**src/hw/rtl/utf8d_pkg.sv**
```systemverilog
// Shared types and constants for the UTF-8 stream decoder.
package utf8d_pkg;

   typedef enum logic [1:0] {
      MODE_IDLE   = 2'd0,
      MODE_GATHER = 2'd1,
      MODE_SKIP   = 2'd2
   } mode_type;

   typedef enum logic [1:0] {
      KIND_CODE      = 2'd0,
      KIND_INVALID   = 2'd1,
      KIND_SEPARATOR = 2'd2
   } kind_type;

   localparam logic [20:0] SEPARATOR_VALUE = 21'h110000;
   localparam logic [7:0]  RECORD_SEP_BYTE = 8'hFF;
   localparam logic [7:0]  COUNT_MAX       = 8'hFF;

   typedef struct packed {
      logic [20:0] char_value;
      kind_type    result_kind;
      logic [7:0]  byte_count;
      logic        last_of_run;
   } result_type;

   typedef struct packed {
      logic [1:0] count;
      result_type r0;
      result_type r1;
   } push_type;

endpackage

```
**src/hw/rtl/utf8d_front.sv**
```systemverilog
// Front end: accepts bytes, tracks sequence state and emits up to two results per byte.
module utf8d_front (
   input  logic                 clock,
   input  logic                 reset,
   input  logic                 in_valid,
   output logic                 in_ready,
   input  logic [7:0]           data_byte,
   input  logic                 end_of_buffer,
   input  logic                 room,
   output utf8d_pkg::push_type  push
);

   utf8d_pkg::mode_type mode_ff, mode_in;
   logic [1:0]          need_ff, need_in;
   logic [20:0]         partial_ff, partial_in;
   logic [7:0]          cnt_ff, cnt_in;

   logic                accept;
   logic                cont;

   logic                sb_emit;
   utf8d_pkg::result_type sb_res;
   utf8d_pkg::mode_type sb_mode;
   logic [1:0]          sb_need;
   logic [20:0]         sb_val;
   logic [7:0]          sb_cnt;

   logic                e0_emit;
   logic                e1_emit;
   utf8d_pkg::result_type e0_res;
   logic [20:0]         val_g;
   logic [7:0]          cnt_g;
   logic [1:0]          need_g;
   logic [7:0]          cnt_s;

   assign in_ready = room;
   assign accept   = in_valid & in_ready;
   assign cont     = (data_byte[7:6] == 2'b10);

   always_comb begin
      sb_emit = 1'b1;
      sb_res  = '{char_value: '0, result_kind: utf8d_pkg::KIND_INVALID,
                  byte_count: 8'd1, last_of_run: 1'b0};
      sb_mode = utf8d_pkg::MODE_IDLE;
      sb_need = 2'd0;
      sb_val  = '0;
      sb_cnt  = '0;
      priority if (data_byte[7:3] == 5'b11111) begin
         if (data_byte == utf8d_pkg::RECORD_SEP_BYTE) begin
            sb_res.char_value  = utf8d_pkg::SEPARATOR_VALUE;
            sb_res.result_kind = utf8d_pkg::KIND_SEPARATOR;
         end
      end else if (!data_byte[7]) begin
         sb_res.char_value  = {13'd0, data_byte};
         sb_res.result_kind = utf8d_pkg::KIND_CODE;
      end else if (cont) begin
         if (!end_of_buffer) begin
            sb_emit = 1'b0;
            sb_mode = utf8d_pkg::MODE_SKIP;
            sb_cnt  = 8'd1;
         end
      end else begin
         if (!end_of_buffer) begin
            sb_emit = 1'b0;
            sb_mode = utf8d_pkg::MODE_GATHER;
            sb_cnt  = 8'd1;
            priority if (!data_byte[5]) begin
               sb_need = 2'd1;
               sb_val  = {16'd0, data_byte[4:0]};
            end else if (!data_byte[4]) begin
               sb_need = 2'd2;
               sb_val  = {17'd0, data_byte[3:0]};
            end else begin
               sb_need = 2'd3;
               sb_val  = {18'd0, data_byte[2:0]};
            end
         end
      end
   end

   always_comb begin
      val_g      = {partial_ff[14:0], data_byte[5:0]};
      cnt_g      = cnt_ff + 8'd1;
      need_g     = need_ff - 2'd1;
      cnt_s      = (cnt_ff == utf8d_pkg::COUNT_MAX) ? cnt_ff : cnt_ff + 8'd1;
      e0_emit    = 1'b0;
      e1_emit    = 1'b0;
      e0_res     = '{char_value: '0, result_kind: utf8d_pkg::KIND_INVALID,
                     byte_count: cnt_ff, last_of_run: 1'b0};
      mode_in    = mode_ff;
      need_in    = need_ff;
      partial_in = partial_ff;
      cnt_in     = cnt_ff;
      unique case (mode_ff)
         utf8d_pkg::MODE_GATHER: begin
            if (cont) begin
               if (need_g == 2'd0) begin
                  e0_emit            = 1'b1;
                  e0_res.char_value  = val_g;
                  e0_res.result_kind = utf8d_pkg::KIND_CODE;
                  e0_res.byte_count  = cnt_g;
                  mode_in            = utf8d_pkg::MODE_IDLE;
                  need_in            = 2'd0;
                  partial_in         = '0;
                  cnt_in             = '0;
               end else if (end_of_buffer) begin
                  e0_emit           = 1'b1;
                  e0_res.byte_count = cnt_g;
                  mode_in           = utf8d_pkg::MODE_IDLE;
                  need_in           = 2'd0;
                  partial_in        = '0;
                  cnt_in            = '0;
               end else begin
                  need_in    = need_g;
                  partial_in = val_g;
                  cnt_in     = cnt_g;
               end
            end else begin
               e0_emit    = 1'b1;
               e1_emit    = sb_emit;
               mode_in    = sb_mode;
               need_in    = sb_need;
               partial_in = sb_val;
               cnt_in     = sb_cnt;
            end
         end
         utf8d_pkg::MODE_SKIP: begin
            if (cont) begin
               if (end_of_buffer) begin
                  e0_emit           = 1'b1;
                  e0_res.byte_count = cnt_s;
                  mode_in           = utf8d_pkg::MODE_IDLE;
                  need_in           = 2'd0;
                  partial_in        = '0;
                  cnt_in            = '0;
               end else begin
                  cnt_in = cnt_s;
               end
            end else begin
               e0_emit    = 1'b1;
               e1_emit    = sb_emit;
               mode_in    = sb_mode;
               need_in    = sb_need;
               partial_in = sb_val;
               cnt_in     = sb_cnt;
            end
         end
         default: begin
            e1_emit    = sb_emit;
            mode_in    = sb_mode;
            need_in    = sb_need;
            partial_in = sb_val;
            cnt_in     = sb_cnt;
         end
      endcase
   end

   always_comb begin
      push.count = 2'd0;
      push.r0    = e0_res;
      push.r1    = sb_res;
      if (accept) begin
         priority if (e0_emit && e1_emit) begin
            push.count          = 2'd2;
            push.r1.last_of_run = 1'b1;
         end else if (e0_emit) begin
            push.count          = 2'd1;
            push.r0.last_of_run = 1'b1;
         end else if (e1_emit) begin
            push.count          = 2'd1;
            push.r0             = sb_res;
            push.r0.last_of_run = 1'b1;
         end
      end
   end

   always_ff @(posedge clock) begin
      if (reset) begin
         mode_ff    <= utf8d_pkg::MODE_IDLE;
         need_ff    <= '0;
         partial_ff <= '0;
         cnt_ff     <= '0;
      end else if (accept) begin
         mode_ff    <= mode_in;
         need_ff    <= need_in;
         partial_ff <= partial_in;
         cnt_ff     <= cnt_in;
      end
   end

endmodule

```
**src/hw/rtl/utf8d_fifo.sv**
```systemverilog
// Result queue between front and back end: up to two writes and one read per cycle.
module utf8d_fifo #(
   parameter int DEPTH = 4
) (
   input  logic                   clock,
   input  logic                   reset,
   input  utf8d_pkg::push_type    push,
   output logic                   room,
   input  logic                   pop,
   output logic                   not_empty,
   output utf8d_pkg::result_type  head
);

   localparam int AW = $clog2(DEPTH);
   localparam int CW = $clog2(DEPTH + 1);

   utf8d_pkg::result_type mem [DEPTH];
   logic [AW-1:0] wptr_ff, wptr_in;
   logic [AW-1:0] rptr_ff, rptr_in;
   logic [CW-1:0] count_ff, count_in;

   assign room      = (count_ff <= CW'(DEPTH - 2));
   assign not_empty = (count_ff != '0);
   assign head      = mem[rptr_ff];

   always_comb begin
      wptr_in  = wptr_ff + AW'(push.count);
      rptr_in  = rptr_ff + AW'(pop);
      count_in = count_ff + CW'(push.count) - CW'(pop);
   end

   always_ff @(posedge clock) begin
      if (reset) begin
         wptr_ff  <= '0;
         rptr_ff  <= '0;
         count_ff <= '0;
      end else begin
         wptr_ff  <= wptr_in;
         rptr_ff  <= rptr_in;
         count_ff <= count_in;
      end
   end

   always_ff @(posedge clock) begin
      if (push.count != 2'd0) begin
         mem[wptr_ff] <= push.r0;
      end
      if (push.count == 2'd2) begin
         mem[wptr_ff + AW'(1)] <= push.r1;
      end
   end

   a_count_bound: assert property (@(posedge clock) disable iff (reset)
      count_ff <= CW'(DEPTH))
      else $error("result queue count exceeds depth");

   a_pop_nonempty: assert property (@(posedge clock) disable iff (reset)
      pop |-> not_empty)
      else $error("result queue read while empty");

   a_push_room: assert property (@(posedge clock) disable iff (reset)
      (push.count != 2'd0) |-> room)
      else $error("result queue written without room");

   a_last_marks: assert property (@(posedge clock) disable iff (reset)
      (push.count == 2'd2) |-> (push.r1.last_of_run && !push.r0.last_of_run))
      else $error("two-result transaction has wrong last marks");

endmodule

```
**src/hw/rtl/utf8d_back.sv**
```systemverilog
// Back end: drains the result queue into the output register.
module utf8d_back (
   input  logic                   clock,
   input  logic                   reset,
   input  logic                   not_empty,
   input  utf8d_pkg::result_type  head,
   output logic                   pop,
   output logic                   out_valid,
   input  logic                   out_ready,
   output utf8d_pkg::result_type  out_res
);

   logic                  valid_ff, valid_in;
   utf8d_pkg::result_type res_ff;

   assign pop       = not_empty & (~valid_ff | out_ready);
   assign valid_in  = pop | (valid_ff & ~out_ready);
   assign out_valid = valid_ff;
   assign out_res   = res_ff;

   always_ff @(posedge clock) begin
      if (reset) begin
         valid_ff <= 1'b0;
      end else begin
         valid_ff <= valid_in;
      end
   end

   always_ff @(posedge clock) begin
      if (pop) begin
         res_ff <= head;
      end
   end

endmodule

```
**src/hw/rtl/utf8_stream_decoder_top.sv**
```systemverilog
// Top level of the UTF-8 stream decoder.
//
// Input channel req_*: one raw byte per transaction in req_tdata[7:0];
// req_tlast marks the last byte of a buffer and closes any open sequence
// or stray-continuation run on that byte.
// Result channel rsp_*: one decoded result per transaction; code point and
// byte count in rsp_tdata, result kind in rsp_tuser, and rsp_tlast on the
// final result caused by an input byte.
// Each byte yields zero, one or two results. The results of an accepted
// byte are written into the result queue and then loaded into the output
// register before they show on rsp_tvalid, the first ahead of the second.
// Throughput: one byte per cycle while req_tready is high. The front end needs two free queue
// slots to take a byte; the output register drains one result per cycle while rsp_tready is
// high, so bytes that yield two results are absorbed by the FIFO_DEPTH-entry queue.
// Reset clears the decode state, empties the queue and clears the output valid flag.
// When rsp_tready is low the output register holds, the queue fills and
// req_tready drops once fewer than two slots remain.
module utf8_stream_decoder_top #(
   parameter int FIFO_DEPTH = 4
) (
   input  logic        clock,
   input  logic        reset,
   input  logic        req_tvalid,
   output logic        req_tready,
   input  logic [7:0]  req_tdata,  // [7:0] data_byte
   input  logic        req_tlast,  // end_of_buffer
   output logic        rsp_tvalid,
   input  logic        rsp_tready,
   output logic [31:0] rsp_tdata,  // [20:0] char_value, [28:21] byte_count, [31:29] zero
   output logic [1:0]  rsp_tuser,  // [1:0] result_kind
   output logic        rsp_tlast   // last_of_run
);

   utf8d_pkg::push_type   push;
   utf8d_pkg::result_type head;
   utf8d_pkg::result_type out_res;
   logic                  room;
   logic                  pop;
   logic                  not_empty;

   utf8d_front u_front (
      .clock         (clock),
      .reset         (reset),
      .in_valid      (req_tvalid),
      .in_ready      (req_tready),
      .data_byte     (req_tdata),
      .end_of_buffer (req_tlast),
      .room          (room),
      .push          (push)
   );

   utf8d_fifo #(
      .DEPTH (FIFO_DEPTH)
   ) u_fifo (
      .clock     (clock),
      .reset     (reset),
      .push      (push),
      .room      (room),
      .pop       (pop),
      .not_empty (not_empty),
      .head      (head)
   );

   utf8d_back u_back (
      .clock     (clock),
      .reset     (reset),
      .not_empty (not_empty),
      .head      (head),
      .pop       (pop),
      .out_valid (rsp_tvalid),
      .out_ready (rsp_tready),
      .out_res   (out_res)
   );

   assign rsp_tdata = {3'd0, out_res.byte_count, out_res.char_value};
   assign rsp_tuser = out_res.result_kind;
   assign rsp_tlast = out_res.last_of_run;

endmodule
```
**config.mk**
```make
export PLATFORM = sky130hd
export DESIGN_NAME = utf8_stream_decoder_top
export DESIGN_NICKNAME = d
export VERILOG_FILES = /design/src/hw/rtl/utf8d_pkg.sv /design/src/hw/rtl/utf8d_front.sv /design/src/hw/rtl/utf8d_fifo.sv /design/src/hw/rtl/utf8d_back.sv /design/src/hw/rtl/utf8_stream_decoder_top.sv
export SDC_FILE = /design/constraint.sdc
export NUM_CORES = 1
export LEC_CHECK = 0
export BUFFER_PORTS_ARGS = -buffer_cell sky130_fd_sc_hd__buf_2
export CAP_MARGIN = 10
export CELL_PAD_IN_SITES_DETAIL_PLACEMENT = 0
export CELL_PAD_IN_SITES_GLOBAL_PLACEMENT = 1
export CORE_ASPECT_RATIO = 1.75
export CORE_MARGIN = 3
export CORE_UTILIZATION = 32
export DETAILED_ROUTE_END_ITERATION = 8
export PLACE_DENSITY = 0.57
export SLEW_MARGIN = 20
export SYNTH_ARGS = -nofsm -noshare
export SYNTH_HDL_FRONTEND = slang
export SYNTH_SLANG_ARGS = --single-unit
export TNS_END_PERCENT = 10
```
**constraint.sdc**
```tcl
create_clock -name clock -period 7.3 [get_ports clock]
set_clock_uncertainty 0.1 [all_clocks]
set_input_delay 0.365 -clock clock [delete_from_list [all_inputs] [get_ports clock]]
set_output_delay 0.365 -clock clock [all_outputs]
set_load 0.05 [all_outputs]
```
==> out/results.ini, run 1 <==
[worst_setup_path]
crit_family = simple AND/OR/NAND/NOR gates
r2r_end = u_fifo.mem[3][9]
crit_end = u_fifo.mem[3][9]
endpoint_kind = flop
cp_max_fo = 20
path_buf_inv = 2
crit_start = u_front.need_ff[0]
cp_slowest_cell = inv_1
cp-start-kind = flop
worstRegToRegCells = 10
cp.depth = 10
rr_startpoint = u_front.need_ff[0]
slowest_delay_ps = 830
arrival_ps = 3840
rrSetupSlack_ps = 3430
path_class = flop to flop
worst_ep_required_time_ps = 7270
cp_cell_sequence = ha_1 -> inv_1 -> nand2_1 -> a22oi_1 -> nor2_1 -> ha_1 -> nand2b_1 -> nand2_1 -> nand3_1 -> inv_1

[synth]
synth-edff-count = 80
synthCells = 767
yosys_warnings = 0
synth_ff_type = dfxtp_1
async_reset_ff_share_pct = 0
synth.avg_cell_area_um2 = 11.5
ys_types = 72
ys_seq_area_share_pct = 53.4
ys_ff_latch = 195
synth_area_mm2 = 0.00881

[sta]
rsz0062_at_grt = false
finalMaxSlewViolations = 0
post-route-period-util_pct = 53.0
fin_tns_setup_ps = 0
fmax_ghz = 0.259
final-hold-violation-count = 0
worst_slew_pin_slew_ps = 1030
period_needed_ps = 3870
setup_viol = 0
relSlewSlack_pct = 31.3

[status]
status = finished, final reports clean

[clock_tree]
cts.sinks = 195
clkTransAtPathRegs_ps = 70
cts-resized-gates = 0
numCtsBuffers = 17
post_cts_buffers = 0
clockBufferDepth = 2
htree_levels = 4
hold_buffers = 0
clk_latency_ps = 450
cts_tree = done
ctsRootBufferMaster = clkbuf_16

[run]
drv_cap = 0

[floorplanning]
die_h_um = 225
rows = 79
core_area_mm2 = 0.0269
die-area_mm2 = 0.0296
start_util_pct = 32.8
ioPinCount = 50
die_width_um = 131

[drt]
drt_pass1_iterations = 5
wire_per_inst_um = 22.4
drt_iter0_markers = 480
ant_nets = 0
route.detailed.drc = 0
viasPerCell = 5.56
vias = 6444
routed_wl_um = 26000

[grt]
grt_pass1_wl_um = 40100
grt_remaining_overflow = 0
grt_pass1_vias = 6576
grt_antenna_before_repair = 0
grt_max_degree = 38
grt_usage_pct = 17.7

[layout]
final_cell_mix = 113 x dfxtp_1, 80 x edfxtp_1, 60 x a22o_1
post-route-util_pct = 36.7
n_fill_cell = 2700
final_nets = 804
antenna_cells_inserted = 0
stdcell_area_mm2 = 0.00987
layout_commonest_cell = dfxtp_1
area_growth_pct = 12.0
drive_gt1_share_pct = 16.6

[pwr]
p_per_area_mw_per_mm2 = 331
ir_worst_vdd_mv = 0.177
leakage_nw = 3.40

[placed_design]
placed_cell_area_mm2 = 0.00931
place.gp.congestion = 0.926
port_buffers = 46
dp_hpwl_um = 18100

[min_path]
hold_path.class = input port to flop

==> worst min-delay path by stage <==
stage | end | from | slack (ps) | cells after the start
after floorplan | u_fifo.mem[1][6] | u_fifo.mem[1][6] | 310 | 2
after global placement | u_fifo.mem[1][6] | u_fifo.mem[1][6] | 330 | 2
after detailed placement | u_fifo.mem[1][5] | u_fifo.mem[1][5] | 340 | 2
after CTS | u_back.out_valid | rsp_tready | 100 | 4
after global routing | u_back.out_valid | rsp_tready | 130 | 4
final | u_back.out_valid | rsp_tready | 120 | 4
==> where the power goes <==
part	internal (mW)	switching, mW	total, mW
combinational	0.260	0.689	0.949
clock	0.480	0.426	0.906
sequential	1.32	0.0907	1.41
total	2.06	1.21	3.27
==> worst min-delay path, stage by stage <==
cell,delay (ps)
buf_2,70
inv_1,60
nand2_1,70
a21oi_1,50
==> sequential cells by signal, indices dropped and copies added, names as in the netlist <==
register / flops
u_fifo.count_ff: 3
u_front.need_ff: 2
u_fifo.mem: 128
u_front.cnt_ff: 8
u_front.partial_ff: 15
u_fifo.rptr_ff: 2
u_front.mode_ff: 2
u_back.out_res: 32
u_fifo.wptr_ff: 2
u_back.out_valid: 1
==> cells by family (layout without fill, tap and decap cells) <==
logic type / count (synthesis) / count (layout) / synth area share [%]
xor gates and xnor gates: 12 / 12 / 1.19
AOI/OAI and AO/OA: 203 / 203 / 17.3
muxes: 33 / 33 / 8.35
adders and majority gates: 10 / 10 / 1.51
buffers and inverters: 82 / 107 / 4.09
DFF: 195 / 195 / 53.4
and+or+nand+nor: 231 / 231 / 14.1
other: 1 / 3 / 0.0426
==> per-stage QoR <==
stage,power (mW),std cells,hold slack [ps],setup slack [ps]
floorplan,2.14,769,314,3750
global placement,2.39,1126,331,3210
detailed placement,2.41,1126,337,3210
CTS,3.31,1158,100,3390
global route,3.42,1158,133,3140
finish,3.27,1158,122,3430
==> layout make-up <==
type	instances	area, µm²	share of cell area (%)
Inverter	21	78.8	0.799
Sequential cell	195	4710	47.7
Clock inverter	10	72.6	0.735
Multi-Input combinational cell	492	3770	38.2
Timing Repair Buffer	54	290	2.94
Clock buffer	22	488	4.95
Tap cell	364	455	4.62
==> cell usage after synthesis (all sizes together) (3+ instances only) <==
library cell    n  area share [%]
dfxtp         115              26
edfxtp         80              27
a22o           60             6.0
nand2          55             2.3
clkbuf         41             1.7
nor2           40             1.7
mux4           32             8.2
a21oi          29             1.6
and2           27             1.9
nand3          27             1.5
inv            21            0.90
o21ai          21             1.2
buf            20             1.4
o22ai          20             1.4
nand2b         12            0.94
a32o           11             1.3
nor2b          11            0.78
nor3           11            0.68
and3            9            0.81
ha              9             1.3
nor4            8            0.71
o311ai          8            0.80
o31ai           8            0.68
xnor2           8            0.80
nand3b          6            0.51
or3             6            0.48
a21o            5            0.43
a2bb2oi         5            0.50
a31oi           5            0.36
nand4           5            0.36
o221ai          4            0.40
xor2            4            0.40
a22oi           3            0.26
and4            3            0.30
nand4b          3            0.30
o41ai           3            0.30
==> layer usage <==
| metal | share of wire (%) | track usage [%] |
|---|---|---|
| met2 | 56 | 34.0 |
| met4 | 1.9 | 5.53 |
| met3 | 3.7 | 3.33 |
| met1 | 38 | 19.7 |
| met5 | 0 | 0 |
(Power assumes the default switching activity.)
==> inputs of run 2 (changes only) <==
==> constraint.sdc (replaced) <==
create_clock -name clock -period 3.9 [get_ports clock]
set_clock_uncertainty 0.1 [all_clocks]
set_input_delay 0.195 -clock clock [delete_from_list [all_inputs] [get_ports clock]]
set_output_delay 0.195 -clock clock [all_outputs]
set_load 0.05 [all_outputs]
==> run 2 against run 1 <==
Final cell count is 1.2% higher. Clock power increased by 89%. Combinational power grew 87%. Routed wire length fell by 0.74%. Via count is 1.6% higher. Largest cell class unchanged. Utilization is 0.41 points higher. Critical path depth is the same. Sequential power up 90%. Hold slack lost 78 ps. Cell area rose by 1.1%. Clock-buffer cell count fell by 4. Flip-flop and latch count stayed put.
==> out/results.ini, run 2 (synthesis results as in run 1) <==
[drt]
route.detailed.drc = 0  ; unchanged
vias = 6548  ; +1.6%
viasPerCell = 5.59  ; +0.40%
ant_nets = 0  ; unchanged
drt_pass1_iterations = 7  ; +2
drt_iter0_markers = 483  ; +0.63%
routed_wl_um = 25800  ; -0.74%
wire_per_inst_um = 22.0  ; -1.9%

[run]
drv_cap = 0  ; unchanged

[worst_setup_path]
worst_ep_required_time_ps = 4000  ; -3270 ps
crit_end = u_fifo.mem[2][11]
cp_slowest_cell = o311ai_0
rrSetupSlack_ps = 430  ; -3000 ps
path_buf_inv = 1  ; -1
rr_startpoint = u_front.need_ff[0]
cp_cell_sequence = ha_1 -> inv_1 -> nand2_1 -> a22oi_1 -> nor2_1 -> ha_1 -> or3_1 -> o311ai_0 -> o221ai_1 -> and2_1
worstRegToRegCells = 10  ; unchanged
endpoint_kind = flop
r2r_end = u_fifo.mem[2][11]
path_class = flop to flop
crit_family = compound AO/OA/AOI/OAI gates
cp.depth = 10  ; unchanged
slowest_delay_ps = 530  ; -300 ps
cp_max_fo = 10  ; -50%
crit_start = u_front.need_ff[0]
cp-start-kind = flop
timing.critical_path.mode_cell = ha_1
arrival_ps = 3570  ; -270 ps

[grt]
grt_pass1_vias = 6689  ; +1.7%
grt_usage_pct = 17.5  ; -0.28 points
grt_max_degree = 38  ; unchanged
grt_pass1_wl_um = 39400  ; -1.7%
grt_antenna_before_repair = 0  ; unchanged
grt_remaining_overflow = 0  ; unchanged

[clock_tree]
htree_levels = 4  ; unchanged
cts.sinks = 195  ; unchanged
clk_latency_ps = 450  ; about the same
numCtsBuffers = 17  ; unchanged
cts_tree = done
ctsRootBufferMaster = clkbuf_16
clockBufferDepth = 2  ; unchanged
clkTransAtPathRegs_ps = 80  ; about the same

[layout]
drive_gt1_share_pct = 18.1  ; +1.4 points
antenna_cells_inserted = 0  ; unchanged
largest_reg_flops = 128  ; unchanged
layout_commonest_cell = dfxtp_1
final_cell_mix = 113 x dfxtp_1, 80 x edfxtp_1, 60 x a22o_1
regMostFlops = u_fifo.mem
final_nets = 818  ; +1.7%
n_fill_cell = 2674  ; -0.96%
area_growth_pct = 13.3

[floorplanning]
rows = 79  ; unchanged
ioPinCount = 50  ; unchanged
die_h_um = 225  ; unchanged
core_area_mm2 = 0.0269  ; unchanged
die-area_mm2 = 0.0296  ; unchanged
start_util_pct = 32.8  ; unchanged
die_width_um = 131  ; unchanged

[sta]
fin_tns_setup_ps = 0  ; unchanged
final-hold-violation-count = 0  ; unchanged
setup_viol = 0  ; unchanged
hold_ws_ps = 44.0  ; -78.0 ps
relSlewSlack_pct = 43.6  ; +12 points
worst_slew_pin_slew_ps = 835  ; -193 ps
post-route-period-util_pct = 88.9  ; +36 points
finalMaxSlewViolations = 0  ; unchanged
period_needed_ps = 3470  ; -401 ps
fmax_ghz = 0.288  ; +12%
rsz0062_at_grt = false

[pwr]
p_comb_share_pct = 28.7  ; -0.3 points
netSwitchingPower_mw = 2.33  ; +93%
p_clk_share_pct = 27.8  ; about the same
ir_worst_vdd_mv = 0.332  ; +88%
p_per_area_mw_per_mm2 = 618  ; +86%
power_frac_seq_pct = 43.5  ; +0.2 points
leakage_nw = 3.46  ; +1.8%
p_int_mw = 3.83  ; +86%
finalPower_mw = 6.16  ; +88%
p_sw_share_pct = 37.8  ; +0.93 points

[min_path]
hold_path.class = input port to flop

[status]
status = finished, final reports clean

[placed_design]
port_buffers = 46  ; unchanged
dp_hpwl_um = 18300  ; +0.91%
place.gp.congestion = 0.847  ; -8.6%

## run 2: cell count changes in the layout (fill, tap and decap cells not counted), moves of 2 or more
cell	change
buf_4	+13
clkbuf_16	-2
clkinv_2	-4
clkinvlp_4	+2
inv_8	+3
## run 2: what timing repair did
action / CTS / global route
resized for setup: 0 / 0
hold buffers: 1 / 0
hold endpoints to repair: 1 / 0
setup buffers: 0 / 0
## run 2: stage by stage
step                      setup WS, ps  area, µm²  std cells  utilization [%]
after floorplan                    350       8810        769                -
after global placement             526       9390       1139             34.9
after detailed placement           456       9390       1139             34.9
after CTS                          441       9970       1172             37.1
after global routing               190       9980       1172             37.1
final                              433       9980       1172             37.1
## run 2: cell type report
cell class	instances	area [µm²]	area share, %
Sequential cell	195	4710	47.2
Multi-Input combinational cell	492	3760	37.7
Timing Repair Buffer	68	398	3.99
Tap cell	364	455	4.56
Clock inverter	14	143	1.43
Clock buffer	18	429	4.30
Inverter	21	78.8	0.790
## run 2: how the worst min path moves through the flow
stage | end | cells past startpoint | startpoint
3_3_place_gp | u_fifo.mem[1][6] | 2 | u_fifo.mem[1][6]
4_1_cts | u_fifo.mem[1][13] | 2 | req_tdata[2]
6_report | u_fifo.mem[1][13] | 2 | req_tdata[2]
5_1_grt | u_fifo.mem[1][13] | 2 | req_tdata[2]
2_1_floorplan | u_front.partial_ff[1] | 2 | req_tdata[1]
3_5_place_dp | u_fifo.mem[1][20] | 2 | u_fifo.mem[1][20]
## run 2: metal layers
layer | global-route usage (%) | wire, µm | up-vias
li1 | - | - | 2994
met1 | 18.7 | 9510 | 3254
met2 | 33.7 | 14300 | 255
met3 | 3.04 | 1240 | 45
met4 | 6.95 | 761 | 0
met5 | 0 | 0 | -
## run 2: power groups by stage
stage          combinational, mW  sequential [mW]  clock, mW
2_1_floorplan              0.805             3.20          0
3_3_place_gp                1.77             2.73          0
3_5_place_dp                1.79             2.74          0
4_1_cts                     1.80             2.69       1.75
5_1_grt                     1.88             2.73       1.83
6_report                    1.77             2.68       1.71
## run 2: worst reg2reg max path: cells and delay by family, from the launching register on
family | cells | cell delay, ps
and+or+nand+nor | 4 | 910
adders and majority gates | 2 | 610
DFF | 1 | 350
AOI/OAI and AO/OA | 3 | 1090
buffers and inverters | 1 | 160
